$ cat src/sv/qfg_pkg.sv
// qfg_pkg: constants shared by the quadratic fade-out gain block
// csr widths, indexes and reset values, datapath widths, the 1/1000 reciprocal
// no dependencies
package qfg_pkg;

   // csr field widths
   localparam int RATE_W     = 18;
   localparam int MS_W       = 14;
   localparam int CH_W       = 4;
   localparam int SEG_LEN_W  = 24;
   localparam int CSR_IDX_W  = 2;
   localparam int CSR_DATA_W = 24;

   // csr register indexes
   localparam logic [CSR_IDX_W-1:0] CSR_SAMPLE_RATE    = 2'd0;
   localparam logic [CSR_IDX_W-1:0] CSR_FADE_MS        = 2'd1;
   localparam logic [CSR_IDX_W-1:0] CSR_CHANNEL_COUNT  = 2'd2;
   localparam logic [CSR_IDX_W-1:0] CSR_SEGMENT_LENGTH = 2'd3;

   // csr reset values
   localparam logic [RATE_W-1:0]    RATE_RESET = 18'd44100;
   localparam logic [MS_W-1:0]      MS_RESET   = 14'd0;
   localparam logic [CH_W-1:0]      CH_RESET   = 4'd2;
   localparam logic [SEG_LEN_W-1:0] SEG_RESET  = 24'd0;

   // datapath widths
   localparam int MUL_W   = 32;        // multiplier operand width
   localparam int PROD_W  = 2 * MUL_W;
   localparam int LEN_W   = 23;        // fade length in frames, below 2^32 / 1000
   localparam int SPAN_W  = LEN_W + CH_W;
   localparam int L2_W    = 2 * LEN_W; // square of the fade length
   localparam int REM_W   = L2_W + 1;  // divider remainder, below twice the divisor
   localparam int GROUP_W = 22;
   localparam int KSQ_W   = 2 * GROUP_W;
   localparam int FRAC_W  = 16;        // gain is Q1.16
   localparam int GAIN_W  = FRAC_W + 1;
   localparam int DCNT_W  = 5;

   // floor(x / 1000) = (x * RECIP_1000) >> RECIP_SHIFT for any 32-bit x
   localparam logic [MUL_W-1:0] RECIP_1000  = 32'h1062_4DD3;
   localparam int               RECIP_SHIFT = 38;

   // last quotient bit index of the gain division
   localparam logic [DCNT_W-1:0] DIV_LAST = 5'(GAIN_W - 1);

endpackage

$ cat src/sv/quadratic_fadeout_gain.sv
// quadratic_fadeout_gain: quadratic fade-out envelope over the tail of a segment
// one shared multiplier and one shift-subtract divider under a small sequencer
// depends on qfg_pkg
//
// usage
//   req channel carries one interleaved sample per word, tuser flags the first
//   sample of a new segment. rsp channel returns the faded sample, one word per
//   request word, in order. the user must write the csr registers sample_rate,
//   fade_ms, channel_count and segment_length only while idle; not enforced.
// sequencing
//   an accepted word passes the rate, recip, span and sqr states; outside the
//   fade it goes to done unchanged. in the fade ksq follows, then apply at once
//   for a zero gain, else divinit and the gain divider, one quotient bit a
//   cycle, before apply and round. req_tready is high only while the sequencer
//   is idle, so the next word is taken only after the previous one has left
//   the done state.
// reset
//   csr registers go to their defaults (44100, 0, 2, 0), sample counters clear,
//   no output word is pending.
// stall
//   a finished word waits in the output register; the next word is accepted
//   meanwhile and its result waits in the sequencer until the register frees.
module quadratic_fadeout_gain
   import qfg_pkg::*;
#(
   parameter int SEGMENT_BITS = 24,
   parameter int SAMPLE_BITS  = 24,
   parameter int MAX_CHANNELS = 8
) (
   input  logic                                   clock,
   input  logic                                   reset,
   // request channel
   input  logic                                   req_tvalid,
   output logic                                   req_tready,
   input  logic [((SAMPLE_BITS + 7) / 8) * 8-1:0] req_tdata,  // sample_in
   input  logic                                   req_tuser,  // segment_start
   // result channel
   output logic                                   rsp_tvalid,
   input  logic                                   rsp_tready,
   output logic [((SAMPLE_BITS + 7) / 8) * 8-1:0] rsp_tdata,  // sample_out
   // csr write port
   input  logic                                   csr_wr_en,
   input  logic [CSR_IDX_W-1:0]                   csr_index,
   input  logic [CSR_DATA_W-1:0]                  csr_wdata
);

   localparam int DATA_W = ((SAMPLE_BITS + 7) / 8) * 8;
   localparam int PH_W   = (MAX_CHANNELS > 1) ? $clog2(MAX_CHANNELS) : 1;
   localparam int CMP_W  = (SEGMENT_BITS > SEG_LEN_W) ? SEGMENT_BITS : SEG_LEN_W;

   // sequencer states
   localparam logic [3:0] ST_IDLE    = 4'd0;
   localparam logic [3:0] ST_RATE    = 4'd1;
   localparam logic [3:0] ST_RECIP   = 4'd2;
   localparam logic [3:0] ST_SPAN    = 4'd3;
   localparam logic [3:0] ST_SQR     = 4'd4;
   localparam logic [3:0] ST_KSQ     = 4'd5;
   localparam logic [3:0] ST_DIVINIT = 4'd6;
   localparam logic [3:0] ST_DIV     = 4'd7;
   localparam logic [3:0] ST_APPLY   = 4'd8;
   localparam logic [3:0] ST_ROUND   = 4'd9;
   localparam logic [3:0] ST_DONE    = 4'd10;

   // csr registers
   logic [RATE_W-1:0]    rate_ff, rate_in;
   logic [MS_W-1:0]      ms_ff, ms_in;
   logic [CH_W-1:0]      chan_ff, chan_in;
   logic [SEG_LEN_W-1:0] seg_ff, seg_in;

   // sequencer and datapath registers
   logic [3:0]              state_ff, state_in;
   logic [SAMPLE_BITS-1:0]  sample_ff, sample_in;
   logic [SEGMENT_BITS-1:0] idx_ff, idx_in;
   logic [PH_W-1:0]         phase_ff, phase_in;
   logic [GROUP_W-1:0]      group_ff, group_in;
   logic [PROD_W-1:0]       mul_ff, mul_in;
   logic [LEN_W-1:0]        len_ff, len_in;
   logic [L2_W-1:0]         l2_ff, l2_in;
   logic [REM_W-1:0]        rem_ff, rem_in;
   logic [GAIN_W-1:0]       quo_ff, quo_in;
   logic [DCNT_W-1:0]       div_cnt_ff, div_cnt_in;
   logic [SAMPLE_BITS-1:0]  res_ff, res_in;
   logic                    rsp_valid_ff, rsp_valid_in;
   logic [SAMPLE_BITS-1:0]  rsp_data_ff, rsp_data_in;

   // combinational helpers
   logic [MUL_W-1:0]       mul_a, mul_b;
   logic [CH_W-1:0]        ch_used;
   logic [LEN_W-1:0]       len_div;
   logic [SPAN_W-1:0]      span;
   logic [SEG_LEN_W-1:0]   start_idx;
   logic                   in_fade;
   logic                   div_bit;
   logic [REM_W-1:0]       div_diff;
   logic                   neg;
   logic [SAMPLE_BITS-1:0] mag;
   logic [SAMPLE_BITS-1:0] prod;
   logic [PH_W:0]          ph_inc;
   logic                   out_free;

   // csr writes
   always_comb begin
      rate_in = rate_ff;
      ms_in   = ms_ff;
      chan_in = chan_ff;
      seg_in  = seg_ff;
      if (csr_wr_en) begin
         unique case (csr_index)
            CSR_SAMPLE_RATE:    rate_in = csr_wdata[RATE_W-1:0];
            CSR_FADE_MS:        ms_in   = csr_wdata[MS_W-1:0];
            CSR_CHANNEL_COUNT:  chan_in = csr_wdata[CH_W-1:0];
            CSR_SEGMENT_LENGTH: seg_in  = csr_wdata[SEG_LEN_W-1:0];
            default: ;
         endcase
      end
   end

   // channel count clamped to 1..MAX_CHANNELS
   always_comb begin
      if (chan_ff == '0) begin
         ch_used = CH_W'(1);
      end else if ({1'b0, chan_ff} > (CH_W + 1)'(MAX_CHANNELS)) begin
         ch_used = CH_W'(MAX_CHANNELS);
      end else begin
         ch_used = chan_ff;
      end
   end

   // fade length, fade start and the in-fade test
   assign len_div   = mul_ff[RECIP_SHIFT + LEN_W - 1:RECIP_SHIFT];
   assign span      = mul_ff[SPAN_W-1:0];
   assign start_idx = ({{(SPAN_W - SEG_LEN_W){1'b0}}, seg_ff} <= span) ? '0 :
                      seg_ff - span[SEG_LEN_W-1:0] - SEG_LEN_W'(1);
   assign in_fade   = (len_ff != '0) && (CMP_W'(idx_ff) >= CMP_W'(start_idx));

   // divider step: one quotient bit per cycle
   assign div_diff = rem_ff - {1'b0, l2_ff};
   assign div_bit  = (rem_ff >= {1'b0, l2_ff});

   // sign and magnitude of the sample
   assign neg  = sample_ff[SAMPLE_BITS-1];
   assign mag  = neg ? (~sample_ff + SAMPLE_BITS'(1)) : sample_ff;
   assign prod = mul_ff[SAMPLE_BITS + FRAC_W - 1:FRAC_W];

   assign ph_inc   = {1'b0, phase_ff} + (PH_W + 1)'(1);
   assign out_free = !rsp_valid_ff || rsp_tready;

   // shared multiplier operand select
   always_comb begin
      mul_a = '0;
      mul_b = '0;
      unique case (state_ff)
         ST_RATE: begin
            mul_a = MUL_W'(rate_ff);
            mul_b = MUL_W'(ms_ff);
         end
         ST_RECIP: begin
            mul_a = mul_ff[MUL_W-1:0];
            mul_b = RECIP_1000;
         end
         ST_SPAN: begin
            mul_a = MUL_W'(len_div);
            mul_b = MUL_W'(ch_used);
         end
         ST_SQR: begin
            mul_a = MUL_W'(len_ff);
            mul_b = MUL_W'(len_ff);
         end
         ST_KSQ: begin
            mul_a = MUL_W'(group_ff);
            mul_b = MUL_W'(group_ff);
         end
         ST_APPLY: begin
            mul_a = MUL_W'(mag);
            mul_b = MUL_W'(quo_ff);
         end
         default: ;
      endcase
   end

   assign mul_in = PROD_W'(mul_a) * PROD_W'(mul_b);

   // sequencer
   always_comb begin
      state_in     = state_ff;
      sample_in    = sample_ff;
      idx_in       = idx_ff;
      phase_in     = phase_ff;
      group_in     = group_ff;
      len_in       = len_ff;
      l2_in        = l2_ff;
      rem_in       = rem_ff;
      quo_in       = quo_ff;
      div_cnt_in   = div_cnt_ff;
      res_in       = res_ff;
      rsp_valid_in = rsp_valid_ff && !rsp_tready;
      rsp_data_in  = rsp_data_ff;
      unique case (state_ff)
         ST_IDLE: begin
            if (req_tvalid) begin
               sample_in = req_tdata[SAMPLE_BITS-1:0];
               if (req_tuser) begin
                  idx_in   = '0;
                  phase_in = '0;
                  group_in = '0;
               end
               state_in = ST_RATE;
            end
         end
         ST_RATE:  state_in = ST_RECIP;
         ST_RECIP: state_in = ST_SPAN;
         ST_SPAN: begin
            len_in   = len_div;
            state_in = ST_SQR;
         end
         ST_SQR: begin
            // outside the fade the sample passes unchanged
            if (in_fade) begin
               state_in = ST_KSQ;
            end else begin
               res_in   = sample_ff;
               state_in = ST_DONE;
            end
         end
         ST_KSQ: begin
            l2_in = mul_ff[L2_W-1:0];
            if ((GROUP_W + 1)'(group_ff) >= (GROUP_W + 1)'(len_ff)) begin
               quo_in   = '0;
               state_in = ST_APPLY;
            end else begin
               state_in = ST_DIVINIT;
            end
         end
         ST_DIVINIT: begin
            rem_in     = {1'b0, l2_ff - L2_W'(mul_ff[KSQ_W-1:0])};
            quo_in     = '0;
            div_cnt_in = '0;
            state_in   = ST_DIV;
         end
         ST_DIV: begin
            rem_in     = div_bit ? {div_diff[L2_W-1:0], 1'b0} : {rem_ff[L2_W-1:0], 1'b0};
            quo_in     = {quo_ff[GAIN_W-2:0], div_bit};
            div_cnt_in = div_cnt_ff + DCNT_W'(1);
            if (div_cnt_ff == DIV_LAST) begin
               state_in = ST_APPLY;
            end
         end
         ST_APPLY: state_in = ST_ROUND;
         ST_ROUND: begin
            res_in = neg ? (~prod + SAMPLE_BITS'(1)) : prod;
            // advance the fade group counters
            if (ph_inc >= (PH_W + 1)'(ch_used)) begin
               phase_in = '0;
               if (group_ff != '1) begin
                  group_in = group_ff + GROUP_W'(1);
               end
            end else begin
               phase_in = ph_inc[PH_W-1:0];
            end
            state_in = ST_DONE;
         end
         ST_DONE: begin
            if (out_free) begin
               rsp_valid_in = 1'b1;
               rsp_data_in  = res_ff;
               if (idx_ff != '1) begin
                  idx_in = idx_ff + SEGMENT_BITS'(1);
               end
               state_in = ST_IDLE;
            end
         end
         default: state_in = ST_IDLE;
      endcase
   end

   // control registers
   always_ff @(posedge clock) begin
      if (reset) begin
         rate_ff      <= RATE_RESET;
         ms_ff        <= MS_RESET;
         chan_ff      <= CH_RESET;
         seg_ff       <= SEG_RESET;
         state_ff     <= ST_IDLE;
         idx_ff       <= '0;
         phase_ff     <= '0;
         group_ff     <= '0;
         div_cnt_ff   <= '0;
         rsp_valid_ff <= 1'b0;
      end else begin
         rate_ff      <= rate_in;
         ms_ff        <= ms_in;
         chan_ff      <= chan_in;
         seg_ff       <= seg_in;
         state_ff     <= state_in;
         idx_ff       <= idx_in;
         phase_ff     <= phase_in;
         group_ff     <= group_in;
         div_cnt_ff   <= div_cnt_in;
         rsp_valid_ff <= rsp_valid_in;
      end
   end

   // payload registers
   always_ff @(posedge clock) begin
      sample_ff   <= sample_in;
      mul_ff      <= mul_in;
      len_ff      <= len_in;
      l2_ff       <= l2_in;
      rem_ff      <= rem_in;
      quo_ff      <= quo_in;
      res_ff      <= res_in;
      rsp_data_ff <= rsp_data_in;
   end

   assign req_tready = (state_ff == ST_IDLE);
   assign rsp_tvalid = rsp_valid_ff;
   assign rsp_tdata  = DATA_W'(rsp_data_ff);

   // a word in flight blocks the next one
   a_one_at_a_time : assert property (@(posedge clock) disable iff (reset)
      (req_tvalid && req_tready) |=> !req_tready)
      else $error("request accepted while a word was in flight");

   // gain never exceeds unity
   a_gain_range : assert property (@(posedge clock) disable iff (reset)
      (state_ff == ST_APPLY) |-> (quo_ff <= GAIN_W'(1 << FRAC_W)))
      else $error("fade gain above unity");

   // divider count never passes its last quotient bit
   a_div_count : assert property (@(posedge clock) disable iff (reset)
      (state_ff == ST_DIV) |-> (div_cnt_ff <= DIV_LAST))
      else $error("gain divider ran past its last bit");

   // group phase stays inside one frame
   a_phase_range : assert property (@(posedge clock) disable iff (reset)
      (state_ff == ST_DONE) && $past(state_ff == ST_ROUND)
         |-> ((PH_W + 1)'(phase_ff) < (PH_W + 1)'(ch_used)))
      else $error("group phase left the frame");

endmodule

$ cat config.mk
export PLATFORM = sky130hd
export DESIGN_NAME = quadratic_fadeout_gain
export DESIGN_NICKNAME = d
export VERILOG_FILES = /design/src/sv/qfg_pkg.sv /design/src/sv/quadratic_fadeout_gain.sv
export SDC_FILE = /design/constraint.sdc
export NUM_CORES = 2
export LEC_CHECK = 0
export BUFFER_PORTS_ARGS = -buffer_cell sky130_fd_sc_hd__buf_2
export CAP_MARGIN = 20
export CORE_MARGIN = 10
export CORE_UTILIZATION = 65
export DETAILED_ROUTE_END_ITERATION = 8
export GPL_TIMING_DRIVEN = 0
export PLACE_DENSITY_LB_ADDON = 0.1
export SLEW_MARGIN = 20
export SYNTH_ARGS = -nofsm -noshare
export SYNTH_HDL_FRONTEND = slang
export SYNTH_SLANG_ARGS = --single-unit
export TNS_END_PERCENT = 100
$ cat constraint.sdc
create_clock -name clock -period 33.6 [get_ports clock]
set_clock_uncertainty 0.05 [all_clocks]
set_input_delay 0 -clock clock [delete_from_list [all_inputs] [get_ports clock]]
set_output_delay 0 -clock clock [all_outputs]
set_load 0.01 [all_outputs]
Word-level counts from Yosys, hierarchy flattened
Cells that the tools add are included.
{ "word_totals": {"regBits": 385, "inputBits": 56, "out_inout_bits": 26, "word_cells": 124} }
{ "classes": {"add_sub_neg": 10, "n_mul": 1, "magnitude_cmp": 6, "eq_ne": 25, "n_mux": 36, "bitwise_logic": 2, "n_reduce_logical": 26} }
{ "op_table": {"columns": ["operator", "n"], "rows": [
  ["24-bit two-way mux", 8],
  ["32-bit one-hot mux with 6 select lines", 1],
  ["29-bit one-hot mux with 6 select lines", 1],
  ["24-bit one-hot mux with 2 select lines", 2],
  ["47-bit one-hot mux with 2 select lines", 1],
  ["22-bit two-way mux", 4],
  ["24-bit by 1-bit adder with 24-bit output (second input constant)", 3],
  ["32-bit by 29-bit multiplier with 61-bit output", 1],
  ["17-bit one-hot mux with 3 select lines", 1],
  ["24-bit NOT", 2],
  ["47-bit by 46-bit >= comparator with 1-bit output", 1],
  ["47-bit two-way mux", 1],
  ["46-bit by 44-bit subtractor with 46-bit output", 1],
  ["46-bit subtractor", 1],
  ["22-bit one-hot mux with 2 select lines", 1],
  ["4-bit one-hot mux with 11 select lines", 1],
  ["4-bit two-way mux", 7],
  ["24-bit by 27-bit less-or-equal comparator with 1-bit output", 1],
  ["24-bit >= comparator", 1],
  ["24-bit inequality test (second input constant)", 1],
  ["24-bit by 1-bit subtractor with 24-bit output (second input constant)", 1],
  ["24-bit subtractor", 1],
  ["22-bit by 23-bit >= comparator with 1-bit output", 1],
  ["23-bit nonzero test", 1],
  ["30 further kinds", 62]
]} }

Longest topological paths before layout
{ "logic_depth": {"word_depth": 7, "ltp_mapped": 39} }

Worst setup path after synthesis
OpenSTA, ideal clock, no wires.
{ "synth_timing": {"path_type": "flip-flop to flip-flop", "from": "register state_ff[2]", "to": "register mul_ff[54]", "setup_time_ps": 126, "arrival_time_ps": 10460, "setup_slack_ps": 22964, "path_stages_with_launch": 35, "period_less_slack_ps": 10636, "path_cell_list": "dfxtp_1 -> buf_2 -> clkinv_1 -> nor3_1 -> clkbuf_1 -> a22oi_1 -> nand4_1 -> clkbuf_1 -> nand2_1 -> fa_1 -> inv_1 -> fa_1 -> fa_1 -> inv_1 -> fa_1 -> inv_1 -> fa_1 -> fa_1 -> fa_1 -> inv_1 -> fa_1 -> inv_1 -> ha_1 -> buf_6 -> a21o_1 -> o21bai_4 -> a2111oi_4 -> o21bai_1 -> a21oi_1 -> a21bo_1 -> or3_4 -> a221oi_4 -> nor3_2 -> o31ai_2 -> xnor2_1"} }
{ "synth_between": {"elab_chain_len": 3, "word_cells_on_any_way": 9} }
{ "synth_rtl": {"columns": ["item", "line_no", "source"], "rows": [
  ["start, declared", "quadratic_fadeout_gain.sv:71", "logic [3:0] state_ff, state_in;"],
  ["start signal, assigned", "quadratic_fadeout_gain.sv:294", "state_ff <= state_in;"],
  ["4-bit equality test (tied with other cells)", "quadratic_fadeout_gain.sv:152", "unique case (state_ff)"],
  ["32-bit one-hot mux with 6 select lines / 29-bit one-hot mux with 6 select lines (equally long branches)", "quadratic_fadeout_gain.sv:152", null],
  ["32-bit by 29-bit multiplier with 61-bit output *", "quadratic_fadeout_gain.sv:181", "assign mul_in = PROD_W'(mul_a) * PROD_W'(mul_b);"],
  ["net mul_in[54]", "quadratic_fadeout_gain.sv:76", "logic [PROD_W-1:0] mul_ff, mul_in;"],
  ["end signal, assigned", "quadratic_fadeout_gain.sv:306", "mul_ff <= mul_in;"],
  ["end, declared", "quadratic_fadeout_gain.sv:76", null]
]} }
Mark *: on every way through the listed nets, which the timed path passes. The rest lies on a longest branch.
A chain may end at the register's enable or synchronous reset.

Final worst setup path
{ "layout_timing": {"from": "register state_ff[0]", "to": "register mul_ff[59]"} }
Same word-level chain as after synthesis.

==> flow_metrics.tcl <==
set metrics [dict create \
    hold_violations 0 \
    yosysMostFrequentCell "inv_1" \
    drive_gt1_frac 0.0412 \
    r2r_start "state_ff[0]$_SDFFE_PP0P_" \
    path_class "reg2reg" \
    area.growth.synth_to_final_pct 8.80 \
    clk_path_buf_depth 3 \
    die_area_um2 85900 \
    htreeDepth 2 \
    io_buffers 79 \
    cpMaxStageDelayCell "a211oi_1" \
    synth_cell_types 85 \
    syn_avg_cell_area_um2 8.82 \
    die_w_um 293 \
    timing.hold.ws_ps 58.0 \
    hold_class "in2reg" \
    pwr_density_cell_nw_per_um2 93.0 \
    grt_pass1_wl_um 253000 \
    max-vdd-ir-drop_uv 159 \
    tightest_slew_ps 1230 \
    maxSlewHeadroom 0.176 \
    first_pass_iters 6 \
    cp_max_fo 10 \
    synth_edf_count 205 \
    yosysWarnings 0 \
    n_fill_cell 6016 \
    seq_power_share 0.137 \
    grt_max_degree 48 \
    vias 41600 \
    place_congestion 1.07 \
    cp-end-kind "register" \
    fin_tns_setup_ps 0 \
    leakagePower_nw 25.5 \
    maxCapViolCount 0 \
    core_area_um2 74200 \
    worst-r2r-cell-count 34 \
    grt_usage 0.393 \
    p_int_mw 2.17 \
    antenna_found_initial 5 \
    finalCritPeriodShare 0.377 \
    setup_ws_ps 20940 \
    rsz0062_at_grt "no" \
    drcViolationCount 0 \
    synth_common_cells "inv_1 (1014), fa_1 (654), nand2_1 (648)" \
    synthArstFlopShare 0 \
    postCtsSetupBuffers 0 \
    status "finished, final reports clean" \
    path_common_cell "fa_1" \
    critPathMaxStageDelay_ps 720 \
    r2r_end "mul_ff[59]$_DFF_P_" \
    min_from "csr_index[1]" \
    maxSlewViolCount 0 \
    drtIter0Drc 4165 \
    initial_core_util 0.653 \
    switching_share 0.558 \
    netlist_top_cells_area "fa_1 (27%), edfxtp_1 (13%), ha_1 (12%), inv_1 (7.9%), dfxtp_1 (7.4%)" \
    synth-seq-cells 385 \
    cts_sinks 385 \
    power_frac_clock 0.093 \
    ys_seq_area_frac 0.201 \
    grt_pass1_vias 41900 \
    critPathLaunch "state_ff[0]$_SDFFE_PP0P_" \
    final_nets 6959 \
    cp.arrival_ps 13100 \
    ys.flop_type "edfxtp_1" \
    antenna_left 0 \
    cts_tree "done" \
    synth_area_um2 48500 \
    place_ws_ps 21490 \
    finalCriticalPeriod_ps 12660 \
    die_h_um 293 \
    yosysTopAreaCellShare 0.270 \
    hold_depth 3 \
    viasPerCell 6.11 \
    synthCells 5492 \
    worst_hold_path.endpoint "chan_ff[1]$_SDFFE_PP1P_" \
    pwr-share-comb 0.771 \
    cts_root_buf "clkbuf_16" \
    rows 100 \
    finalSetupViolations 0 \
    fmax_mhz 79.0 \
    routedWlPerCell_um 24.8 \
    numCtsBuffers 40 \
    io_pins 82 \
    rrSetupSlack_ps 20940 \
    hpwl_um 140000 \
    numPlacedInstances 6655 \
    clkLatencyLatePin_ps 610 \
    routed_wirelength_um 169000 \
    switching_power_mw 2.74 \
    clk_pin_slew_ps 60 \
    overflow 0 \
    yosys.area.top_type "fa_1" \
    required_ps 34040 \
    finalPower_mw 4.90 \
    cp-start-kind "register" \
    fin_cells 6803 \
]
[routing by layer]
| metal | track usage | part of all wire | vias up |
|---|---|---|---|
| met5 | 0 | 0.00017 | - |
| met4 | 0.285 | 0.091 | 4 |
| met3 | 0.0887 | 0.11 | 690 |
| met2 | 0.616 | 0.44 | 2500 |
| met1 | 0.476 | 0.36 | 20100 |
| li1 | - | - | 18300 |
[repair_timing]
item | 4_1_cts | 5_1_grt
hold buffers | 66 | 0
resized for setup | 0 | 0
setup endpoints to repair | 0 | 0
endpoints found under the hold margin | 91 | 0
[worst max-delay path: cells and delay by family, from the launching register on]
family | cells | cell delay [ps]
buf+inv | 9 | 2140
fa+ha+maj | 9 | 4540
compound gates | 12 | 4870
xor+xnor | 1 | 150
simple gates | 3 | 490
flops | 1 | 310
[worst max path at each step]
| stage | endpoint | cells after the start | slack [ps] |
|---|---|---|---|
| finish | mul_ff[59]$_DFF_P_ | 34 | 20940 |
| global placement | mul_ff[59]$_DFF_P_ | 33 | 19470 |
| floorplan | mul_ff[54]$_DFF_P_ | 34 | 22960 |
| global route | mul_ff[59]$_DFF_P_ | 34 | 20870 |
| CTS | mul_ff[59]$_DFF_P_ | 34 | 21420 |
| detailed placement | mul_ff[59]$_DFF_P_ | 34 | 21490 |
[cell type report]
type                       count  area, µm²  area share
buffer                       223        908      0.0172
tap                          969       1210      0.0230
antenna                        6       15.0    0.000285
sequential                   385       9760       0.185
clock buffer                  51       1090      0.0207
clock inverter                23        226     0.00430
inverter                    1016       3810      0.0723
timing repair buffer         173       1330      0.0252
multi-input combinational   3957      34400       0.652
[flip-flops by register name, summed over array words and instances, names as in the netlist, 14 cells and up]
register   count
quo_ff        17
rem_ff        47
ms_ff         14
mul_ff        61
sample_ff     24
idx_ff        24
l2_ff         46
rsp_tdata     24
seg_ff        24
rate_ff       18
group_ff      22
len_ff        23
res_ff        24
[power groups by stage]
stage / Clock, mW / Sequential (mW) / Combinational (mW)
global route: 0.470 / 0.668 / 4.08
finish: 0.454 / 0.670 / 3.78
detailed placement: 0 / 0.673 / 3.58
global placement: 0 / 0.672 / 3.52
CTS: 0.454 / 0.663 / 3.64
floorplan: 0 / 0.632 / 2.49
[through the flow]
step / cell area [µm²] / util
after CTS: 52700 / 0.710
after global routing: 52700 / 0.710
after floorplan: 48800 / -
after global placement: 50400 / 0.679
final: 52700 / 0.710
after detailed placement: 50700 / 0.683
[cells in the final DEF (no fill, tap or decap), types with 13 or more instances in the layout]
cell type      synthesis  layout
inv_1               1014    1014
fa_1                 654     654
nand2_1              648     648
nor2_1               533     530
ha_1                 453     453
a21oi_1              324     324
edfxtp_1             205     205
clkbuf_1             193     197
dfxtp_1              180     180
o21ai_0              136     135
a21o_1               134     134
xnor2_1              129     129
xor2_1               102     102
buf_2                 11      91
conb_1                 2      91
dlygate4sd3_1          0      66
nand3_1               64      64
nand4_1               61      61
and3_1                53      51
a211oi_1              44      44
clkbuf_16              0      41
a22oi_1               33      33
nor3_1                31      31
o21bai_1              30      30
nand2b_1              28      28
a31oi_1               27      27
nor2b_1               26      26
or3_1                 25      25
buf_4                  4      23
and2_1                22      22
o31ai_1               23      22
o211ai_1              22      22
o21a_1                22      22
o211a_1               20      20
a221oi_1              19      19
mux2i_1               17      17
nor4_1                16      16
and4_1                15      15
nand3b_1              13      13
a21boi_0              13      13
[logic make-up after synthesis]
kind of cell,count (synthesis),synth area share
other,2,0.000155
DFF,385,0.201
buffers and inverters,1239,0.0973
xor gates and xnor gates,231,0.0418
and+or+nand+nor,1563,0.141
adders and majority gates,1107,0.387
AOI/OAI and AO/OA,948,0.128
muxes,17,0.00351
(Power assumes the default switching activity.)
